**src/rtl/core/thl_pkg.sv**
```systemverilog
// ----------------------------------------------------------------------------
// thl_pkg: shared types and constants for the transition histogram ledger
// Field widths, opcodes, read-address selects and the controller/datapath
// command and status structs.
// ----------------------------------------------------------------------------
package thl_pkg;

   localparam int NUM_TYPES  = 256;
   localparam int NUM_ACTORS = 16;
   localparam int COUNT_W    = 48;
   localparam int TYPE_W     = $clog2(NUM_TYPES);
   localparam int ACTOR_W    = $clog2(NUM_ACTORS);
   localparam int AMT_W      = 32;
   localparam int OPC_W      = 2;

   localparam int REQ_DATA_W = 64;
   localparam int RSP_DATA_W = 4 * COUNT_W;

   localparam logic [COUNT_W-1:0] CNT_SMAX = {1'b0, {(COUNT_W-1){1'b1}}};
   localparam logic [COUNT_W-1:0] CNT_SMIN = {1'b1, {(COUNT_W-1){1'b0}}};
   localparam logic [COUNT_W-1:0] CNT_UMAX = {COUNT_W{1'b1}};

   localparam logic [OPC_W-1:0] OP_RECORD     = 2'd0;
   localparam logic [OPC_W-1:0] OP_QUERY_TYPE = 2'd1;
   localparam logic [OPC_W-1:0] OP_QUERY_ACTR = 2'd2;
   localparam logic [OPC_W-1:0] OP_CLEAR      = 2'd3;

   localparam logic [1:0] RD_FROM  = 2'd0;
   localparam logic [1:0] RD_TO    = 2'd1;
   localparam logic [1:0] RD_QUERY = 2'd2;

   typedef struct packed {
      logic       ld_item;
      logic [1:0] rd_sel;
      logic       wr_from;
      logic       wr_to;
      logic       upd_counts;
      logic       cap_total;
      logic       clr_all;
      logic       ld_rsp;
   } cmd_type;

   typedef struct packed {
      logic rsp_free;
   } sts_type;

endpackage

```
**src/rtl/core/thl_ctrl.sv**
```systemverilog
// ----------------------------------------------------------------------------
// thl_ctrl: sequencing state machine
// Walks each item through its read-modify-write, query or clear steps and issues
// commands to the datapath.
// ----------------------------------------------------------------------------
module thl_ctrl (
   input  logic                    clock,
   input  logic                    reset,
   input  logic                    req_tvalid,
   output logic                    req_tready,
   input  logic [thl_pkg::OPC_W-1:0] req_opcode,
   input  thl_pkg::sts_type        sts,
   output thl_pkg::cmd_type        cmd
);
   import thl_pkg::*;

   localparam logic [3:0] ST_IDLE     = 4'd0;
   localparam logic [3:0] ST_RD_FROM  = 4'd1;
   localparam logic [3:0] ST_WR_FROM  = 4'd2;
   localparam logic [3:0] ST_RD_TO    = 4'd3;
   localparam logic [3:0] ST_WR_TO    = 4'd4;
   localparam logic [3:0] ST_QRY_RD   = 4'd5;
   localparam logic [3:0] ST_QRY_CAP  = 4'd6;
   localparam logic [3:0] ST_CLEAR    = 4'd7;
   localparam logic [3:0] ST_DONE     = 4'd8;

   logic [3:0] state_ff, state_in;
   logic       accept;

   assign req_tready = (state_ff == ST_IDLE);
   assign accept     = req_tvalid && req_tready;

   always_comb begin
      state_in = state_ff;
      cmd      = '0;
      cmd.rd_sel = RD_FROM;
      case (state_ff)
         ST_IDLE: begin
            cmd.ld_item = accept;
            if (accept) begin
               case (req_opcode)
                  OP_RECORD:     state_in = ST_RD_FROM;
                  OP_QUERY_TYPE: state_in = ST_QRY_RD;
                  OP_QUERY_ACTR: state_in = ST_DONE;
                  default:       state_in = ST_CLEAR;
               endcase
            end
         end
         ST_RD_FROM: state_in = ST_WR_FROM;
         ST_WR_FROM: begin
            cmd.wr_from = 1'b1;
            state_in    = ST_RD_TO;
         end
         ST_RD_TO: begin
            cmd.rd_sel = RD_TO;
            state_in   = ST_WR_TO;
         end
         ST_WR_TO: begin
            cmd.rd_sel     = RD_TO;
            cmd.wr_to      = 1'b1;
            cmd.upd_counts = 1'b1;
            state_in       = ST_DONE;
         end
         ST_QRY_RD: begin
            cmd.rd_sel = RD_QUERY;
            state_in   = ST_QRY_CAP;
         end
         ST_QRY_CAP: begin
            cmd.rd_sel    = RD_QUERY;
            cmd.cap_total = 1'b1;
            state_in      = ST_DONE;
         end
         ST_CLEAR: begin
            cmd.clr_all = 1'b1;
            state_in    = ST_DONE;
         end
         ST_DONE: begin
            // wait for the output register to drain
            if (sts.rsp_free) begin
               cmd.ld_rsp = 1'b1;
               state_in   = ST_IDLE;
            end
         end
         default: state_in = ST_IDLE;
      endcase
   end

   always_ff @(posedge clock) begin
      if (reset) begin
         state_ff <= ST_IDLE;
      end else begin
         state_ff <= state_in;
      end
   end

   a_accept_leaves_idle: assert property (@(posedge clock) disable iff (reset)
      accept |=> state_ff != ST_IDLE)
      else $error("accepted item did not start a sequence");

   a_done_holds: assert property (@(posedge clock) disable iff (reset)
      (state_ff == ST_DONE && !sts.rsp_free) |=> state_ff == ST_DONE)
      else $error("left done state while output register full");

   a_one_action: assert property (@(posedge clock) disable iff (reset)
      $onehot0({cmd.wr_from, cmd.wr_to, cmd.cap_total, cmd.clr_all, cmd.ld_rsp,
                cmd.ld_item}))
      else $error("conflicting datapath commands");

endmodule

```
**config.mk**
```make
export PLATFORM = sky130hd
export DESIGN_NAME = thl_ctrl
export DESIGN_NICKNAME = d
export VERILOG_FILES = /design/src/rtl/core/thl_pkg.sv /design/src/rtl/core/thl_ctrl.sv
export SDC_FILE = /design/constraint.sdc
export NUM_CORES = 1
export LEC_CHECK = 0
export BUFFER_PORTS_ARGS = -buffer_cell sky130_fd_sc_hd__buf_2
export CAP_MARGIN = 0
export CORE_AREA = 10 10 47 49
export CTS_BUF_LIST = sky130_fd_sc_hd__clkbuf_4 sky130_fd_sc_hd__clkbuf_8
export DETAILED_ROUTE_END_ITERATION = 10
export DIE_AREA = 0 0 57 59
export GPL_ROUTABILITY_DRIVEN = 0
export GPL_TIMING_DRIVEN = 1
export PLACE_DENSITY_LB_ADDON = 0.08
export SLEW_MARGIN = 20
export SYNTH_ARGS = -nofsm -noshare
export SYNTH_HDL_FRONTEND = slang
export SYNTH_SLANG_ARGS = --single-unit
```
**constraint.sdc**
```tcl
create_clock -name clock -period 1.9 [get_ports clock]
set_clock_uncertainty 0.05 [all_clocks]
set_input_delay 0.38 -clock clock [delete_from_list [all_inputs] [get_ports clock]]
set_output_delay 0.38 -clock clock [all_outputs]
set_load 0.05 [all_outputs]
```
======== After elaboration in Yosys (flattened, before gate mapping) ========
Cells that the tools add are included.
word-level totals
  bits in registers ....................... 4
  input port bits ......................... 6
  output and inout bits ................... 10
  logic and storage cells ................. 32
cells by class
  equality and inequality tests ........... 12
  multiplexer cells ....................... 12
  reductions and logical operators ........ 7
operators by type and width
  kind                                                  number
  case mux 4 bit (7 select lines)                       1
  equality test 4 x 3 -> 1 bit (second input constant)  4
  case mux 4 bit (3 select lines)                       1
  equality test 4 x 2 -> 1 bit (second input constant)  2
  2-to-1 mux 4 bit                                      2
  2-to-1 mux 1 bit                                      6
  equality test 4 x 1 -> 1 bit (second input constant)  1
  equality test 4 bit (second input constant)           1
  logical NOT 4 bit                                     1
  case mux 2 bit (2 select lines)                       1
  OR reduction 2 bit                                    2
  OR reduction 3 bit                                    1
  equality test 2 x 1 -> 1 bit (second input constant)  1
  equality test 2 bit (second input constant)           1
  logical NOT 2 bit                                     1
  2-to-1 mux 2 bit                                      1
  != test 2 x 1 -> 1 bit (second input constant)        1
  != test 2 bit (second input constant)                 1
  AND reduction 2 bit                                   1
  logical AND 1 bit                                     1

======== Depth between registers and ports, before layout ========
Gate-level depths: netlist of run 1.
  depth in word-level cells ............... 4
  mapped depth ............................ 4
  depth with buffers taken out ............ 3

======== Least setup slack after synthesis of run 1 ========
Ideal clock, no wire load.
  path kind ............................... reg-to-output
  start ................................... register state_ff[2]
  end ..................................... output cmd[4] in the netlist's numbering
  data arrival time ....................... 2636 ps
  required time ........................... 1470 ps
  setup slack ............................. -1166 ps
  cell stages (with the launch flop) ...... 4
  path buffers ............................ 2
  cell sequence ........................... dfxtp_1 > buf_4 > nor4b_1 > buf_4
RTL lines
  item                      RTL line        RTL
  start: declaration        thl_ctrl.sv:27  logic [3:0] state_ff, state_in;
  start signal: assignment  thl_ctrl.sv:92  state_ff <= state_in;
  end: declaration          thl_ctrl.sv:13  output thl_pkg::cmd_type cmd

==> impl_results.md, run 1 <==
- Run status: completed
- Largest area contributor in the netlist: dfxtp_1
- Hold Crit Class: primary input to flip-flop
- CTS tree: yes
- Fmax: around 550 MHz
- First drt pass iteration count: 4
- Seq/Total Area, Yosys: 24.6%
- CTS H-tree lvls: 1
- Most flop-heavy register: state_ff
- Diodes inserted: 0
- Largest registers: state_ff: 4 flops
- Top cell type's share of synthesized area: about a quarter
- Hpwl dp: approximately 840 um
- Remaining antenna violation count: 0
- Max reg flops: 4
- Vias post-DR: approximately 370
- Worst-Margin Slew: around 460 ps
- Vias in the first global route: 378
- Net Count, Synth: 48
- Synth unique cells: 22
- Via density: 4.88
- Startpoint Class: flip-flop
- Power Total: around 630 uW
- Die ar.: 3360 sq um
- Sink Count: 4
- RSZ-0062 raised after global routing: yes
- Mean Syn Cell Area: 7.75 sq um
- Synth Register Bits: 4
- Initial antenna violation count: 0
- Cells after Synth: 42
- Critical Path End Type: primary output
- CP Class: flip-flop to primary output
- Sw power: between 300 and 400 uW
- Number of synthesized flops with an enable pin: 0
- Synth warnings: 0
- Nets: 68
- P per Cell Area: roughly 1300 nW/um^2
- First-pass GRT wire length: between 1.5 and 2 mm
- Max-Cap Viols: 0
- Crit path max fanout: 11
- Int Power: ~320 uW
- Required time of the critical path: about 1500 ps
- Final Max Tran Viols: 0
- Port Buffer Count: 15
- Final Cycle Share: a little over nine tenths
- Setup WS post-layout: 92.2 ps
- Cts hold-fix bufs: 0
- WL/cell: ~13 um
- Initial Util: 23.2%
- Net Sw Frac: a little under 50%
- Layout cells sized above 1: roughly half
- Worst-Skew Late Latency: ~230 ps
- Drt total wl: roughly 970 um
- Min Tclk post-route: between 1500 and 2000 ps
- Critical Path AT: about 1400 ps
- Post-CTS Setup Inserts: 0
- Clock power share: about 16%
- Die height: 59 um
- Flop pwr share: between 20% and 30%
- CTS Buf Count: 3
- Remaining DRCs: 0
- Final hold vios: 0
- Gr ovfl total: 0
- Rows: 14
- Global Route Usage Sum: 6.49%
- Pin count of the biggest net entering global routing: 12
- Die Span X: 57 um
- Worst-path clk slew: approximately 30 ps
- Leakage: 0.000235 uW
- Clock buffer depth: 2
- Peak supply drop: 0.728 mV
- Final setup fails: 0
- Asr flop ratio synth: 0%
- Slew HR: between 60 and 70%
- Combinational power share: 63.3%
- Dpl ws: between 200 and 300 ps
- Iteration-0 DRC Markers: 2
- Cell area after synthesis: around 330 sq um
- CTS root buffer: clkbuf_4
- Core area: between 1000 and 1500 sq um
- Main synth FF type: dfxtp_1
- Top cells by area, synth: dfxtp_1 25%, buf_4 9.2%, nor4b_1 8.1%, a21oi_1 6.2%, nor4_1 5.8%
- Num ports: 16
- Synth-to-layout area growth: 54.6%
-- synthesized netlist by cell type (2+ instances only) --
| cell | n |
|---|---|
| a21oi_1 | 4 |
| buf_4 | 4 |
| dfxtp_1 | 4 |
| inv_1 | 3 |
| nand2_1 | 3 |
| nor3_1 | 3 |
| nor4_1 | 3 |
| nor4b_1 | 3 |
| and3_1 | 2 |
-- through the flow --
stage,setup TNS (ps),hold WS [ps],area (sq um),util [%],cells
finish,0,450,503,35.9,76
global route,-0.799,489,503,35.9,76
CTS,0,442,479,34.2,76
detailed placement,0,595,457,32.6,73
global placement,0,590,457,32.6,73
floorplan,-722,535,365,-,42
-- layout by cell type (no fill, tap or decap), types with 2 or more instances in the layout --
cell and n:
buf_2 11, clkbuf_4 5, buf_4 5, inv_1 3, nand2_1 3, a21oi_1 3
dfxtp_1 3, nor3_1 2, and3_1 2, nor4b_1 2, buf_6 2
-- per-layer routing --
metal	vias up	global-route usage, %	routed length, um
li1	188	-	-
met1	174	7.14	397
met2	7	10.1	498
met3	2	2.79	68
met4	0	4.03	10
met5	-	0	0
-- cell families after synthesis --
logic type / count (synthesis) / synth area share (%)
compound gates: 8 / 16.2
flops: 4 / 24.6
buf+inv: 8 / 16.2
xor+xnor: 1 / 2.69
simple gates: 21 / 40.4
-- power groups by stage --
stage / combinational [uW] / clock, uW / sequential [uW]
global placement: 379 / 0 / 132
detailed placement: 381 / 0 / 133
CTS: 382 / 106 / 132
global route: 431 / 110 / 136
floorplan: 327 / 0 / 114
finish: 400 / 100 / 132
-- worst paths after layout --
kind                             startpoint          end  slack, ps  depth (start not counted)
worst max-delay path            state_ff[0]       cmd[7]         90                          4
worst max register to register  state_ff[2]  state_ff[3]        490                          3
worst min register to register  state_ff[1]  state_ff[2]        590                          3
worst min-delay path                  reset  state_ff[1]        450                          4
-- timing repair --
action,CTS,global route
setup endpoints to repair,0,4
gates resized for setup,0,10
hold endpoints to repair,0,0
-- area by class of cell --
cell class | instances | area, sq um
Fill cell | 161 | 898
Inverter | 3 | 11.3
Timing Repair Buffer | 20 | 130
Tap cell | 16 | 20.0
Multi-Input combinational cell | 30 | 238
Sequential cell | 4 | 81.3
Clock buffer | 3 | 22.5
-- worst max-delay path, stage by stage (launching register included) --
cell	delay, ps
dfxtp_1	380
buf_4	220
xor2_1	150
and3_1	170
clkbuf_4	220
Note: power is estimated with default switching activity, not from simulation.
==> run 2, diff against run 1 <==
--- a/config.mk
+++ b/config.mk
@@ -5,6 +5,7 @@
 export SDC_FILE = /design/constraint.sdc
 export NUM_CORES = 1
 export LEC_CHECK = 0
+export ABC_AREA = 1
 export BUFFER_PORTS_ARGS = -buffer_cell sky130_fd_sc_hd__buf_2
 export CAP_MARGIN = 0
 export CORE_AREA = 10 10 47 49
==> constraint.sdc (replaced) <==
create_clock -name clock -period 2.15 [get_ports clock]
set_clock_uncertainty 0.05 [all_clocks]
set_input_delay 0.43 -clock clock [delete_from_list [all_inputs] [get_ports clock]]
set_output_delay 0.43 -clock clock [all_outputs]
set_load 0.05 [all_outputs]
==> run 2 against run 1 <==
Against the previous run:
- sequential cell count stayed put
- synthesized cell count grew 45%
- area after synthesis grew 6.2%
- core utilization shrank 3.4 points
- sequential share of layout area up 1.4 points
- register-to-register slack improved by 570 ps
- via count increased by 4.3%
- non-clock buffer count fell by 5
- routed wire length fell by 11%
- hold slack got worse by 100 ps
- global-route usage shrank 0.73 points
- cell count up 24%
==> impl_results.md, run 2 <==
- Run status: completed
- Seq/Total Area, Yosys: 23.2% (-1.4 points)
- Top cells by area, synth: dfxtp_1 23%, nand2_1 16%, nand3_1 10%, nor2_1 9.8%, inv_1 8.7%
- Max reg flops: 4 (unchanged)
- Pin count of the biggest net entering global routing: 8 (-4)
- Min Tclk post-route: 1770 ps
- Net Count, Synth: 67 (+40%)
- Gr ovfl total: 0 (unchanged)
- Initial antenna violation count: 0 (unchanged)
- Iteration-0 DRC Markers: 1 (-1)
- Remaining DRCs: 0 (unchanged)
- Rows: 14 (unchanged)
- Via density: 4.12 (-16%)
- Vias post-DR: 387 (+4.3%)
- Nets: 86 (+26%)
- Fmax: approximately 570 MHz
- Core area: 1400 sq um (unchanged)
- Count leader, synth: nand2_1
- Cts hold-fix bufs: 0 (unchanged)
- Worst setup startpoint: state_ff[3]
- Post-CTS sizing: 0 (unchanged)
- Number of synthesized flops with an enable pin: 0 (unchanged)
- Hpwl dp: 785 um (-6.4%)
- CP max-delay cell: dfxtp_1
- TNS Setup: 0 ps (unchanged)
- Required time of the critical path: 1670 ps (+200 ps)
- Startpoint Class: flip-flop
- Num ports: 16 (unchanged)
- Grt peak-use layer: met2
- Slowest stage delay, CP: 350 ps (-30 ps)
- Met1 Use GR: 5.97% (-1.2 points)
- RSZ-0062 raised after global routing: no
- CTS tree: yes
- Hold Crit Class: primary input to flip-flop
- CTS Buf Count: 3 (unchanged)
- Met3 GRT Util: 2.58% (-0.21 points)
- First-pass GRT wire length: 1.55 mm (-12%)
- Die Span X: 57 um (unchanged)
- Final hold vios: 0 (unchanged)
- Top delay family on crit path: flip-flops
- Met2 Resource Use GR: 8.68% (-1.4 points)
- Die height: 59 um (unchanged)
- Die ar.: 3360 sq um (unchanged)
- Drt total wl: 871 um (-11%)
- CTS H-tree lvls: 1 (unchanged)
- Cells after Synth: 61 (+45%)
- Largest area contributor in the netlist: dfxtp_1
- Main synth FF type: dfxtp_1
- Worst-Margin Slew: 254 ps (-208 ps)
- Final setup fails: 0 (unchanged)
- Cell area after synthesis: 345 sq um (+6.2%)
- Synth top cells by count: 15 x nand2_1, 9 x nor2_1, 8 x inv_1
- Final Cycle Share: between 80 and 90%
- Worst-path clk slew: 30 ps (about the same)
- Min-Delay Startpoint: reset
- Placed cell area: 433 sq um (-5.2%)
- Crit path max fanout: 5 (-6)
- Top cell type's share of synthesized area: 23.2% (-1.4 points)
- Most flop-heavy register: state_ff
- CP bufs+invs: 1 (-1)
- WL/cell: 9.27 um (-28%)
- Global Route Usage Sum: 5.76% (-0.73 points)
- Final Max Tran Viols: 0 (unchanged)
- CTS root buffer: clkbuf_4
- Post-CTS Setup Inserts: 0 (unchanged)
- Synth unique cells: 17 (-23%)
- Critical Path End Type: primary output
- RR Startpoint: state_ff[3]
- Leading cell types in the layout, fill and taps excluded: 15 x nand2_1, 15 x buf_2, 9 x nor2_1, 8 x inv_1, 7 x nand3_1
- Slew HR: 83.2% (+14 points)
- Initial Util: 24.6% (+1.4 points)
- Worst-Skew Late Latency: 230 ps (about the same)
- Final instance area: 455 sq um (-9.5%)
- Cell Chain, Critical Path: nor2_2, nand3_1, o21ai_1, buf_2
- Filler Cell Count: 178 (+11%)
- Synth-to-layout area growth: 31.9%
- Layout cells sized above 1: 38.5% (-12 points)
- Remaining antenna violation count: 0 (unchanged)
- Max-Cap Viols: 0 (unchanged)
- Clock buffer depth: 2 (unchanged)
- Port Buffer Count: 15 (unchanged)
- Largest registers: state_ff: 4 flops
- Sink Count: 4 (unchanged)
- Mean Syn Cell Area: 5.66 sq um (-27%)
- Synth Register Bits: 4 (unchanged)
- Asr flop ratio synth: 0% (unchanged)
- Vias in the first global route: 405 (+7.1%)
- CP Class: flip-flop to primary output
- Synth warnings: 0 (unchanged)
- Diodes inserted: 0 (unchanged)
- Critical Path AT: 1290 ps (-90 ps)
- First drt pass iteration count: 4 (unchanged)
==> run 2: logic make-up (layout without fill, tap and decap cells) <==
group                  Yosys count  after routing  share of synthesized area (%)
AOI/OAI and AO/OA                3              3                           4.34
buffers and inverters           14             31                           16.3
DFF                              4              4                           23.2
and+or+nand+nor                 40             40                           56.2
==> run 2: layout make-up <==
cell class	instances	area, sq um	share of cell area [%]
Clock buffer	3	22.5	4.95
Inverter	13	48.8	10.7
Sequential cell	4	80.1	17.6
Tap cell	16	20.0	4.40
Timing Repair Buffer	15	75.1	16.5
Multi-Input combinational cell	43	209	45.9
==> run 2: routing by layer <==
metal,vias to the layer above,part of all wire [%],wire length (um)
met3,0,11,97
met2,10,45,396
met1,159,43,376
met4,0,0,0
li1,218,-,-
met5,-,0,0
==> run 2: metrics by stage <==
stage,worst slack (ps),utilization [%],hold slack (ps),cells
2_1_floorplan,61.7,-,452,61
3_3_place_gp,591,30.9,592,91
3_5_place_dp,609,30.9,585,91
4_1_cts,361,32.5,339,94
5_1_grt,205,32.5,347,94
6_report,382,32.5,347,94
==> run 2: worst paths after layout <==
check	endpoint	slack [ps]	depth (start not counted)
max	cmd[6]	380	4
min	state_ff[0]	350	2
max reg2reg	state_ff[2]	1060	6
min reg2reg	state_ff[2]	640	4
Power of run 2 is not shown: default switching activity piles up to over one toggle a cycle in this logic, so the estimate is an artifact.
